<file path="src/rtl/ccc_ram.sv">
// ----------------------------------------------------------------------------
// ccc_ram
// Generic single-write, single-read RAM with registered read data.
// ----------------------------------------------------------------------------
module ccc_ram #(
    parameter int WIDTH = 8,
    parameter int DEPTH = 256
) (
    input  logic                     i_clk,
    input  logic                     i_we,
    input  logic [$clog2(DEPTH)-1:0] i_waddr,
    input  logic [WIDTH-1:0]         i_wdata,
    input  logic [$clog2(DEPTH)-1:0] i_raddr,
    output logic [WIDTH-1:0]         o_rdata
);

    logic [WIDTH-1:0] r_mem [DEPTH];
    logic [WIDTH-1:0] r_rdata;

    always_ff @(posedge i_clk) begin
        if (i_we) begin
            r_mem[i_waddr] <= i_wdata;
        end
        r_rdata <= r_mem[i_raddr];
    end

    assign o_rdata = r_rdata;

endmodule

</file>
<file path="config.mk">
export PLATFORM = sky130hd
export DESIGN_NAME = ccc_ram
export DESIGN_NICKNAME = d
export VERILOG_FILES = /design/src/rtl/ccc_ram.sv
export SDC_FILE = /design/constraint.sdc
export NUM_CORES = 2
export LEC_CHECK = 0
export ABC_CLOCK_PERIOD_IN_PS = 2700
export BUFFER_PORTS_ARGS = -buffer_cell sky130_fd_sc_hd__buf_4
export CORE_ASPECT_RATIO = 1.2
export CORE_MARGIN = 2
export CORE_UTILIZATION = 50
export CTS_CLUSTER_DIAMETER = 60
export DETAILED_ROUTE_END_ITERATION = 6
export PLACE_DENSITY = 0.76
export SETUP_SLACK_MARGIN = 0.4
export SLEW_MARGIN = 20
export SYNTH_ARGS = -nofsm -noshare
export SYNTH_HDL_FRONTEND = slang
export SYNTH_SLANG_ARGS = --single-unit
</file>
<file path="constraint.sdc">
create_clock -name i_clk -period 2.7 [get_ports i_clk]
set_input_delay 0.27 -clock i_clk [delete_from_list [all_inputs] [get_ports i_clk]]
set_output_delay 0.27 -clock i_clk [all_outputs]
set_load 0.01 [all_outputs]
</file>
==> results_dict.tcl <==
set metrics [dict create \
    status "finished clean" \
    num_rows 160 \
    synth_top_area_share_pct 77.3 \
    clkSlewWorstSetupHoldPaths_ns 0.06 \
    drive_gt1_share_pct 32.1 \
    ant_nets 0 \
    core_sq_um 158000 \
    die-height_um 441 \
    dp_cells 6264 \
    wl_met3_um 20600 \
    maxCapViolations 0 \
    synth-async-reset-ratio_pct 0 \
    pwr-share-clk_pct 40.4 \
    p_int_mw 51.4 \
    grt_first_pass_wirelength_um 293000 \
    period_needed_ns 2.28 \
    rr_startpoint "r_mem[173][1]" \
    synth.area.top_cells "edfxtp_1 77%, mux4_2 13%, mux2i_1 1.7%, nor2_1 1.3%, a22oi_1 1.3%" \
    synthesis.nets 3759 \
    clock_sinks 2056 \
    fin_cells 6600 \
    clock_latency_ns 0.82 \
    avgSynthCellArea_sq_um 21.3 \
    grt_pass1_vias 42305 \
    synthesis.area_sq_um 79600 \
    crit-reg2reg-capture "o_rdata[1]" \
    yosysUniqueCellTypes 55 \
    place_congestion 0.902 \
    final_util_pct 58.8 \
    detail_route.wirelength.met1_um 71100 \
    yosys_warnings 0 \
    cts_buffer_depth 3 \
    synth_top_flop_cell "edfxtp_1" \
    synth.yosys.seq_area_share_pct 77.5 \
    overflow 0 \
    peakVddDrop_mv 0.758 \
    setup.worst_path.end_class "flip-flop" \
    synth_edf_count 2048 \
    min_to "r_mem[245][6]" \
    portBuffers 33 \
    timing.slew.headroom_pct 37.6 \
    switching_power_mw 13.9 \
    drt-wirelength-per-cell_um 30.8 \
    nets 4369 \
    tightest_slew_ns 0.935 \
    worstSetupPathType "input pin to flip-flop" \
    ys_top_cells_by_count "2048 x edfxtp_1, 454 x mux4_2, 282 x nor2_1, 134 x mux2i_1, 133 x a22oi_1" \
    io_pins 34 \
    worst_slack_ns 0.419 \
    cts_buffers 182 \
    cp.required_ns 3.41 \
    crit_start "i_raddr[0]" \
    start_util_pct 50.3 \
    grt_max_degree 113 \
    htreeDepth 4 \
    drc 0 \
    firstDrtPassIters 7 \
    holdWs_ns 0.0273 \
    worst_ep_arrival_time_ns 2.99 \
    holdCritStartpoint "i_wdata[6]" \
    fill_cells 10740 \
    skew_ns 0.0277 \
    grt_usage_pct 25.0 \
    power_mw 65.3 \
    yosysMostFrequentCell "edfxtp_1" \
    worstPathMaxFanout 30 \
    cts_tree "yes" \
    leakage_nw 29.9 \
    combPwrFrac_pct 5.7 \
    routed_wl_um 203000 \
    antenna_found_initial 8 \
    area_growth_pct 17.0 \
    hpwl_um 128000 \
    place_ws_ns -0.562 \
    top_layer_used "met5" \
    clock-root-buffer "clkbuf_16" \
    viasPerCell 6.37 \
    min_period_over_period_pct 84.5 \
    hold_viol_final 0 \
    die_x_um 368 \
    ff2ff_path_depth 7 \
    slew_viol_final 0 \
    vias 42038 \
    postCtsSetupRepairBufs 0 \
    whs_path_depth 1 \
    setup_violations 0 \
    hp-class "input pin to flip-flop" \
    dieArea_sq_um 162000 \
    swShare_pct 21.3 \
    powerDensity_nw_per_um2 702 \
    pwr-share-seq_pct 53.9 \
    rsz0062_at_grt "yes" \
    r2r_setup_slack_ns 0.43 \
    synth_top_cell_by_area "edfxtp_1" \
    wl_met2_um 101000 \
    fmax_ghz 0.438 \
    yosys_register_bits 2056 \
    start_kind "input pin" \
    drtIter0Drc 5857 \
    synthCells 3733 \
]
## power groups by stage
stage | sequential, mW | combinational [mW] | clock, mW
floorplan | 35.9 | 1.71 | 0
global placement | 35.9 | 3.49 | 0
detailed placement | 35.9 | 3.57 | 0
CTS | 35.2 | 3.65 | 26.6
global route | 35.2 | 3.88 | 27.7
finish | 35.2 | 3.73 | 26.4
## how the worst max path moves through the flow
stage / end
floorplan: o_rdata[2]
global placement: o_rdata[4]
detailed placement: o_rdata[1]
CTS: o_rdata[7]
global route: o_rdata[5]
finish: o_rdata[0]
## routing by layer
metal | vias up | GRT usage [%]
met4 | 6 | 12.9
met3 | 507 | 5.35
met5 | - | 0
li1 | 16901 | -
met2 | 2751 | 40.9
met1 | 21873 | 31.7
## worst max-delay path, stage by stage
cell     delay [ns]
buf_8          0.25
buf_12         0.27
buf_12         0.28
mux2i_1        0.29
o22ai_1        0.12
o21ai_0        0.25
buf_4          0.16
nand3_1        0.14
nor4_2         0.64
buf_4          0.21
nor4_2         0.03
## stage by stage
| step | area, sq um | TNS [ns] |
|---|---|---|
| after CTS | 92900 | 0 |
| final | 93100 | 0 |
| after global placement | 86600 | -3.53 |
| after floorplan | 79600 | 0 |
| after detailed placement | 86600 | -3.59 |
| after global routing | 93100 | 0 |
## cells in the final DEF, fill, tap and decap left out, drive strengths merged, types with 10 or more instances in the layout
cell and n:
a211oi 16, a21oi 96, a221oi 14, a22oi 133
buf 650, bufinv 22, clkbuf 225, clkinv 78
edfxtp 2048, inv 10, mux2i 134, mux4 456
nand2 33, nand3 34, nand4 10, nor2 282
nor2b 31, nor3 22, nor4 27, o211ai 10
o21ai 12, o221ai 47, o22ai 28
## logic make-up (layout without fill, tap and decap cells)
family,count (synthesis),count (layout),share of synthesized area [%]
compound gates,385,385,3.42
buf+inv,235,994,1.83
flops,2056,2056,77.5
mux,591,591,14.6
other cells,0,2,0
simple gates,466,466,2.63
## final cells by class
type | instances | area (sq um) | area share [%]
multi-input combinational | 1442 | 16900 | 18.2
inverter | 2 | 7.51 | 0.00807
timing repair buffer | 659 | 5820 | 6.26
clock buffer | 217 | 4750 | 5.10
clock inverter | 116 | 1300 | 1.39
sequential | 2056 | 61700 | 66.3
antenna | 2 | 5.00 | 0.00538
tap | 2106 | 2640 | 2.83
## state kept, by name, indices dropped and copies added, names as in the netlist
name / cells
r_mem: 2048
o_rdata: 8
## timing repair
action	4_1_cts	5_1_grt
hold buffers	1	0
endpoints found under the hold margin	44	0
gates resized for setup	34	36
endpoints found under the setup margin	7	8
pin swaps	13	14
Note: power is estimated with default switching activity, not from simulation.
