$ cat src/rtl/ccc_pkg.sv
// ----------------------------------------------------------------------------
// ccc_pkg
// Shared constants and types of the costmap disc clearance check.
// ----------------------------------------------------------------------------
package ccc_pkg;

    localparam int MAP_WIDTH        = 256;
    localparam int MAP_HEIGHT       = 256;
    localparam int MAX_SEARCH_CELLS = 8;

    localparam int GRID_DEPTH = 65536;
    localparam int GRID_AW    = $clog2(GRID_DEPTH);
    localparam int COST_W     = 8;

    localparam int CFG_W      = 32;
    localparam int CFG_IDX_W  = 3;
    localparam int CS_W       = 21;
    localparam int CR_W       = 23;
    localparam int TRIG_W     = 16;
    localparam int POS_W      = 32;

    localparam int DIFF_W     = POS_W + 1;
    localparam int PROD_W     = DIFF_W + TRIG_W;
    localparam int ACC_W      = PROD_W + 1;
    localparam int FRAC_SH    = 14;
    localparam int LX_W       = 36;
    localparam int EW         = LX_W + 3;
    localparam int RAD_W      = 25;
    localparam int SQ_W       = 2 * RAD_W;

    localparam int MAP_DIM_MAX = (MAP_WIDTH > MAP_HEIGHT) ? MAP_WIDTH : MAP_HEIGHT;
    localparam int COORD_W     = $clog2(MAP_DIM_MAX + MAX_SEARCH_CELLS + 1) + 1;
    localparam int CNT_W       = $clog2(2 * MAX_SEARCH_CELLS + 2);

    localparam int DIV_W      = LX_W;

    localparam logic [16:0] SQRT2_Q16 = 17'd92682;

    localparam logic [CFG_IDX_W-1:0] CFG_ORIGIN_X  = 3'd0;
    localparam logic [CFG_IDX_W-1:0] CFG_ORIGIN_Y  = 3'd1;
    localparam logic [CFG_IDX_W-1:0] CFG_MAP_COS   = 3'd2;
    localparam logic [CFG_IDX_W-1:0] CFG_MAP_SIN   = 3'd3;
    localparam logic [CFG_IDX_W-1:0] CFG_CELL_SIZE = 3'd4;
    localparam logic [CFG_IDX_W-1:0] CFG_CLEARANCE = 3'd5;
    localparam logic [CFG_IDX_W-1:0] CFG_MAX_COST  = 3'd6;

    localparam logic REQ_WRITE = 1'b0;

    typedef struct packed {
        logic             start;
        logic [DIV_W-1:0] dividend;
        logic [CS_W-1:0]  divisor;
    } t_div_req;

    typedef struct packed {
        logic             done;
        logic [DIV_W-1:0] quot;
    } t_div_rsp;

endpackage

$ cat src/rtl/ccc_div.sv
// ----------------------------------------------------------------------------
// ccc_div
// Restoring unsigned divider, one quotient bit per cycle.
// ----------------------------------------------------------------------------
module ccc_div (
    input  logic              i_clk,
    input  logic              i_rst_n,
    input  ccc_pkg::t_div_req i_req,
    output ccc_pkg::t_div_rsp o_rsp
);
    import ccc_pkg::*;

    localparam int CNT_DW = $clog2(DIV_W + 1);

    logic [DIV_W-1:0]  r_q;
    logic [CS_W:0]     r_rem;
    logic [CS_W-1:0]   r_den;
    logic [CNT_DW-1:0] r_cnt;
    logic              r_busy;
    logic              r_done;

    logic [CS_W+1:0]   shifted;
    logic              fits;
    logic [CS_W+1:0]   diff;

    always_comb begin
        shifted = {r_rem, r_q[DIV_W-1]};
        diff    = shifted - {2'b00, r_den};
        fits    = shifted >= {2'b00, r_den};
    end

    always_ff @(posedge i_clk) begin
        if (!i_rst_n) begin
            r_busy <= 1'b0;
            r_done <= 1'b0;
            r_cnt  <= '0;
        end else begin
            r_done <= 1'b0;
            if (i_req.start) begin
                r_busy <= 1'b1;
                r_cnt  <= CNT_DW'(DIV_W);
            end else if (r_busy) begin
                r_cnt <= r_cnt - 1'b1;
                if (r_cnt == CNT_DW'(1)) begin
                    r_busy <= 1'b0;
                    r_done <= 1'b1;
                end
            end
        end
    end

    always_ff @(posedge i_clk) begin
        if (i_req.start) begin
            r_q   <= i_req.dividend;
            r_den <= i_req.divisor;
            r_rem <= '0;
        end else if (r_busy) begin
            r_rem <= fits ? diff[CS_W:0] : shifted[CS_W:0];
            r_q   <= {r_q[DIV_W-2:0], fits};
        end
    end

    assign o_rsp.done = r_done;
    assign o_rsp.quot = r_q;

endmodule

$ cat config.mk
export PLATFORM = sky130hd
export DESIGN_NAME = ccc_div
export DESIGN_NICKNAME = d
export VERILOG_FILES = /design/src/rtl/ccc_pkg.sv /design/src/rtl/ccc_div.sv
export SDC_FILE = /design/constraint.sdc
export NUM_CORES = 1
export LEC_CHECK = 0
export BUFFER_PORTS_ARGS = -buffer_cell sky130_fd_sc_hd__clkbuf_2
export CORE_ASPECT_RATIO = 0.7
export CORE_MARGIN = 5
export CORE_UTILIZATION = 49
export DETAILED_ROUTE_END_ITERATION = 8
export PLACE_DENSITY = 0.73
export SYNTH_ARGS = -nofsm -noshare
export SYNTH_HDL_FRONTEND = slang
export SYNTH_SLANG_ARGS = --single-unit
$ cat constraint.sdc
create_clock -name i_clk -period 5.4 [get_ports i_clk]
set_clock_uncertainty 0.1 [all_clocks]
set_input_delay 1.35 -clock i_clk [delete_from_list [all_inputs] [get_ports i_clk]]
set_output_delay 1.35 -clock i_clk [all_outputs]
set_load 0.1 [all_outputs]
==> results.yml, run 1 <==
layout:
  fin_util_pct: 59.9
  layout.nets: 596
  n_antenna_cell: 0
  area_delta_synth_final_pct: 19.0
  final_layout_size_suffix_gt1_share_pct: 30.0
clock_network:
  postCtsResizedCells: 0
  clock_path_buffers: 2
  cts_tree: "yes"
  cts_setup_buffers: 0
  ctsHoldBuffers: 0
  cts-root-buf: "clkbuf_16"
  cts.htree.levels: 3
  clk_pin_slew_ns: 0.06
  cts_buffers: 9
  insertion_delay_ns: 0.34
  cts_sinks: 87
sta:
  rsz0062_at_grt: "no"
  fin_crit_ns: 3.34
  fin_ws_ns: 2.06
  setup_tns_ns: 0
  hold_viol_final: 0
  slew_headroom_pct: 31.8
  worst_pin_slew_ns: 1.02
  timing.fmax_mhz: 300
  hold_slack_ns: 0.403
  setup_viol: 0
  final_max_slew_viol_count: 0
  fin_crit_sh_pct: 61.8
job:
  drv_cap: 0
power_and_ir_drop:
  power_mw: 1.97
  irDropWorstVdd_v: 0.000208
  leakage_nw: 2.28
  power_density_mw_per_mm2: 362
worst_setup_path:
  cp-end-kind: "flip-flop"
  critPathTopFamily: "compound AO/OA/AOI/OAI gates"
  start_kind: "flip-flop"
  cpPeakStageDelay_ns: 0.83
  worstReg2RegStart: "r_den[2]$_DFFE_PP_"
  cp_max_fo: 26
  slowest_stage: "and2_1"
  crit_buf_inv: 1
  worstPathRequired_ns: 5.56
  crit_chain: "inv_1, ha_1, nor2_1, a211oi_2, o21ai_4, o21a_1, o2111ai_1, and2_1, o311ai_0, a311oi_1"
  crit_type: "reg -> reg"
  cp-startpoint: "r_den[2]$_DFFE_PP_"
  cp.arrival_ns: 3.49
die:
  start_util_pct: 50.4
  coreArea_sq_mm: 0.00907
  die_area_sq_mm: 0.0114
  dieHeight_microns: 90.8
  ios: 97
  die_w_microns: 125
  row_count: 29
synth:
  yosys.area.top_type: "edfxtp_1"
  async_flop_share_pct: 0
  avgSynthCellArea_sq_um: 10.9
  syn-num-nets: 502
  yosysSeqAreaShare_pct: 50.6
  synth_warnings: 0
  synthesis.instances: 418
  syn-cell-area_sq_mm: 0.00457
  ys_top_cells_by_area: "edfxtp_1, dfxtp_1, mux2_2, ha_1, nor2_1"
  yosys.area.top_type_share_pct: 37.5
  ys_ff_latch: 87
  synth-edff-count: 57
  synthFlopType: "edfxtp_1"
  yosys.cell_types.count: 53
routing:
  wl_mm: 10.3
  drt-initial-drc-count: 211
  ant_nets: 0
  first_pass_iters: 6
  wl_per_cell_microns: 16.1
  vias: 3499
  drcViolationCount: 0
  vias_per_cell: 5.46
placed_design:
  place_congestion: 0.852
  place_hpwl_mm: 7.40
  io_buffers: 96
  pre_cts_ws_ns: 2.08
global_route:
  grt-ovfl-total: 0
  grt_pass1_vias: 3401
  antenna_found_initial: 0
  grt_max_degree: 49
  grt_usage_pct: 18.3
  grt_first_pass_wirelength_mm: 17.0
hold_path:
  hp-class: "reg -> reg"
  hold_start: "r_cnt[1]$_SDFFE_PP0P_"
outcome:
  status: "completed"
[per-layer routing]
| metal | wire [microns] | vias up | GRT usage, % |
|---|---|---|---|
| li1 | - | 1728 | - |
| met1 | 4830 | 1656 | 25.1 |
| met2 | 4810 | 100 | 28.2 |
| met3 | 580 | 15 | 5.02 |
| met4 | 132 | 0 | 5.78 |
| met5 | 0 | - | 0 |
[cell type report]
| cell class | instances | area (sq um) |
|---|---|---|
| clock buffer | 12 | 236 |
| clock inverter | 4 | 46.3 |
| fill | 767 | 3630 |
| inverter | 31 | 116 |
| multi-input combinational | 284 | 2070 |
| sequential | 87 | 2310 |
| tap | 124 | 155 |
| timing repair buffer | 99 | 503 |
[state kept, by name, indices dropped and copies added (netlist names)]
| name | count |
|---|---|
| r_rem | 22 |
| r_busy | 1 |
| r_den | 21 |
| r_cnt | 6 |
| r_q | 36 |
| r_done | 1 |
[cell families (layout without fill, tap and decap cells)]
group                    after synthesis  after routing  share of synthesized area, %
adder cells (fa/ha/maj)               24             24                          6.74
AO/OA/AOI/OAI                         90             90                          14.2
AND/OR/NAND/NOR                      111            111                          10.9
XOR/XNOR                              19             19                          3.64
buffers and inverters                 47            146                          4.16
flip-flops                            87             87                          50.6
multiplexers                          40             40                          9.75
[power breakdown]
| part | total [mW] | internal [mW] | switching [mW] |
|---|---|---|---|
| Combinational | 0.559 | 0.156 | 0.403 |
| Clock | 0.599 | 0.356 | 0.242 |
| Sequential | 0.812 | 0.779 | 0.0330 |
[synth_stat cells (all sizes together) (5+ instances only)]
cell    instances
o21ai          16
clkbuf         10
buf             6
ha             23
edfxtp         57
inv            30
nand2          33
xnor2          13
mux2           36
a21oi          19
nor2           37
dfxtp          30
nand3          12
xor2            6
a21o            5
a211oi          9
nor3            9
a311oi          8
[path summary, 6_finish.rpt]
check / slack (ns) / depth (start not counted) / to
setup / recovery: 2.06 / 10 / r_rem[15]$_SDFFE_PP0P_
hold / removal: 0.40 / 2 / r_cnt[1]$_SDFFE_PP0P_
setup reg to reg: 2.06 / 10 / r_rem[15]$_SDFFE_PP0P_
hold reg to reg: 0.40 / 2 / r_cnt[1]$_SDFFE_PP0P_
[tightest hold or removal path, cell delays in order (launching register included)]
cell and delay [ns]:
dfxtp_1 0.32, nor2_1 0.09, a211oi_1 0.05
[placed cells by master (no fill, tap or decap), drive strengths merged, types with 5 or more instances in the layout]
cell type	instances
a211oi	9
a21o	5
a21oi	19
a311oi	8
clkbuf	107
dfxtp	30
edfxtp	57
ha	23
inv	30
mux2	36
nand2	33
nand3	12
nor2	37
nor3	9
o21ai	16
xnor2	13
xor2	6
[through the flow]
step / instance area, sq um / cells
6_report: 5440 / 641
5_1_grt: 5440 / 641
3_3_place_gp: 5150 / 625
4_1_cts: 5440 / 641
2_1_floorplan: 4570 / 418
3_5_place_dp: 5150 / 625
No activity file was read; power rests on OpenSTA's default activity.
==> run 2: changes to the inputs <==
Clock period 5.4 ns to 3.1 ns, I/O delays scaled along.
==> run 2 against run 1 <==
  * Design area increased by 1.5%
  * First-iteration DRC count increased by 34%
  * Total power grew 73%
  * Clock power rose by 69%
  * Clock-buffer cell count down 3
  * Wire length fell by 1.1%
  * Cell count grew 1.4%
  * Die area stayed put
  * Worst hold slack got worse by 0.0075 ns
  * Critical endpoint is now r_q[0]$_DFFE_PP_
  * Largest power group unchanged
  * Highest routed layer is now met5
==> results.yml, run 2 (synthesis gave the netlist of run 1 again) <==
global_route:
  grt_max_degree: 38
  grt-ovfl-total: 0
  antenna_found_initial: 1
  grt_first_pass_wirelength_mm: 16.8
  grt_usage_pct: 18.1
  grt_pass1_vias: 3365
die:
  ios: 97
  start_util_pct: 50.4
  coreArea_sq_mm: 0.00907
  row_count: 29
  die_area_sq_mm: 0.0114
  die_w_microns: 125
  dieHeight_microns: 90.8
clock_network:
  clock_path_buffers: 2
  insertion_delay_ns: 0.35
  clk_pin_slew_ns: 0.06
  ctsHoldBuffers: 0
  cts_tree: "yes"
  cts.htree.levels: 3
  cts_setup_buffers: 0
  cts-root-buf: "clkbuf_16"
  cts_sinks: 87
  postCtsResizedCells: 0
  cts_buffers: 9
routing:
  drcViolationCount: 0
  wl_mm: 10.2
  ant_nets: 0
  vias: 3569
  vias_per_cell: 5.49
  drt-initial-drc-count: 283
  wl_per_cell_microns: 15.7
  first_pass_iters: 5
worst_setup_path:
  worstPathRequired_ns: 3.10
  setup.worst_path.end: "r_q[0]$_DFFE_PP_"
  start_kind: "flip-flop"
  crit_type: "reg -> reg"
  cp_max_fo: 12
  cp.arrival_ns: 2.82
  ff2ff_path_depth: 10
  worstReg2RegStart: "r_den[16]$_DFFE_PP_"
  r2r_slack_ns: 0.27
  cp-end-kind: "flip-flop"
  r2r_end: "r_q[0]$_DFFE_PP_"
  cp-startpoint: "r_den[16]$_DFFE_PP_"
placed_design:
  place_hpwl_mm: 7.68
  place_area_sq_mm: 0.00523
  io_buffers: 96
  place_congestion: 0.888
sta:
  fin_crit_ns: 2.83
  setup_tns_ns: 0
  slew_headroom_pct: 62.1
  hold_viol_final: 0
  worst_pin_slew_ns: 0.571
  fin_crit_sh_pct: 91.2
  final_max_slew_viol_count: 0
  setup_viol: 0
  timing.fmax_mhz: 354
  rsz0062_at_grt: "no"
layout:
  final_layout_size_suffix_gt1_share_pct: 32.3
  area_delta_synth_final_pct: 20.8
  final_cell_mix: "clkbuf_2, edfxtp_1, nor2_1"
  regMostFlops: "r_q"
  final_cell_area_sq_mm: 0.00552
  layout.nets: 605
  largest_reg_flops: 36
  layout_commonest_cell: "clkbuf_2"
  reg_top3: "r_q (36), r_rem (22), r_den (21)"
  n_antenna_cell: 0
power_and_ir_drop:
  irDropWorstVdd_v: 0.000404
  pwr-share-comb_pct: 29.1
  p_int_mw: 2.19
  leakage_nw: 2.33
  clkPwrFrac_pct: 29.5
  power_mw: 3.41
  power_density_mw_per_mm2: 618
  p_seq_share_pct: 41.4
  p_switching_mw: 1.22
  swShare_pct: 35.7
job:
  drv_cap: 0
outcome:
  status: "completed"
hold_path:
  hp-class: "reg -> reg"
-- run 2: cell count changes in the layout (fill, tap and decap cells not counted), sizes merged --
cell    delta
bufinv     -1
clkinv     +2
buf        +9
clkbuf     -3
inv        +2
-- run 2: worst max-delay path: stages, from the launching register on --
cell      delay (ns)
edfxtp_1        0.32
inv_1           0.04
ha_1            0.34
a21o_1          0.20
a21oi_1         0.28
o21ai_0         0.25
nor3_1          0.22
o21ai_0         0.16
and2_1          0.21
buf_4           0.19
mux2_2          0.27
-- run 2: power by group through the flow --
| stage | Combinational, mW | Sequential [mW] | Clock (mW) |
|---|---|---|---|
| 2_1_floorplan | 0.419 | 1.79 | 0 |
| 3_3_place_gp | 0.963 | 1.43 | 0 |
| 3_5_place_dp | 0.978 | 1.44 | 0 |
| 4_1_cts | 0.983 | 1.41 | 1.03 |
| 5_1_grt | 1.06 | 1.42 | 1.09 |
| 6_report | 0.991 | 1.41 | 1.01 |
-- run 2: layout make-up --
class,count,area (sq um)
Inverter,31,116
Multi-Input combinational cell,284,2090
Fill cell,747,3550
Sequential cell,87,2310
Tap cell,124,155
Timing Repair Buffer,108,571
Clock inverter,7,55.1
Clock buffer,9,225
-- run 2: per-stage QoR --
stage | std cells | utilization, % | hold WS, ns | setup slack, ns
finish | 650 | 60.9 | 0.395 | 0.272
global placement | 634 | 57.6 | 0.379 | 0.304
floorplan | 418 | - | 0.361 | -0.00135
CTS | 650 | 60.7 | 0.396 | 0.188
global route | 650 | 60.9 | 0.413 | 0.0322
detailed placement | 634 | 57.6 | 0.384 | 0.231
-- run 2: worst min-delay path by stage --
stage,startpoint,to,slack (ns),depth (start not counted)
after floorplan,r_rem[21]$_SDFFE_PP0P_,r_rem[21]$_SDFFE_PP0P_,0.36,2
after global placement,r_rem[21]$_SDFFE_PP0P_,r_rem[21]$_SDFFE_PP0P_,0.38,2
after detailed placement,r_rem[21]$_SDFFE_PP0P_,r_rem[21]$_SDFFE_PP0P_,0.38,2
after CTS,r_rem[21]$_SDFFE_PP0P_,r_rem[21]$_SDFFE_PP0P_,0.40,2
after global routing,r_rem[21]$_SDFFE_PP0P_,r_rem[21]$_SDFFE_PP0P_,0.41,2
final,r_rem[10]$_SDFFE_PP0P_,r_rem[11]$_SDFFE_PP0P_,0.40,2
-- run 2: metal layers --
metal | track usage (%) | vias to the layer above | share of wire [%]
li1 | - | 1748 | -
met1 | 24.0 | 1679 | 45
met2 | 27.9 | 117 | 46
met3 | 5.26 | 23 | 6.8
met4 | 6.95 | 2 | 2.0
met5 | 0 | - | 0.12
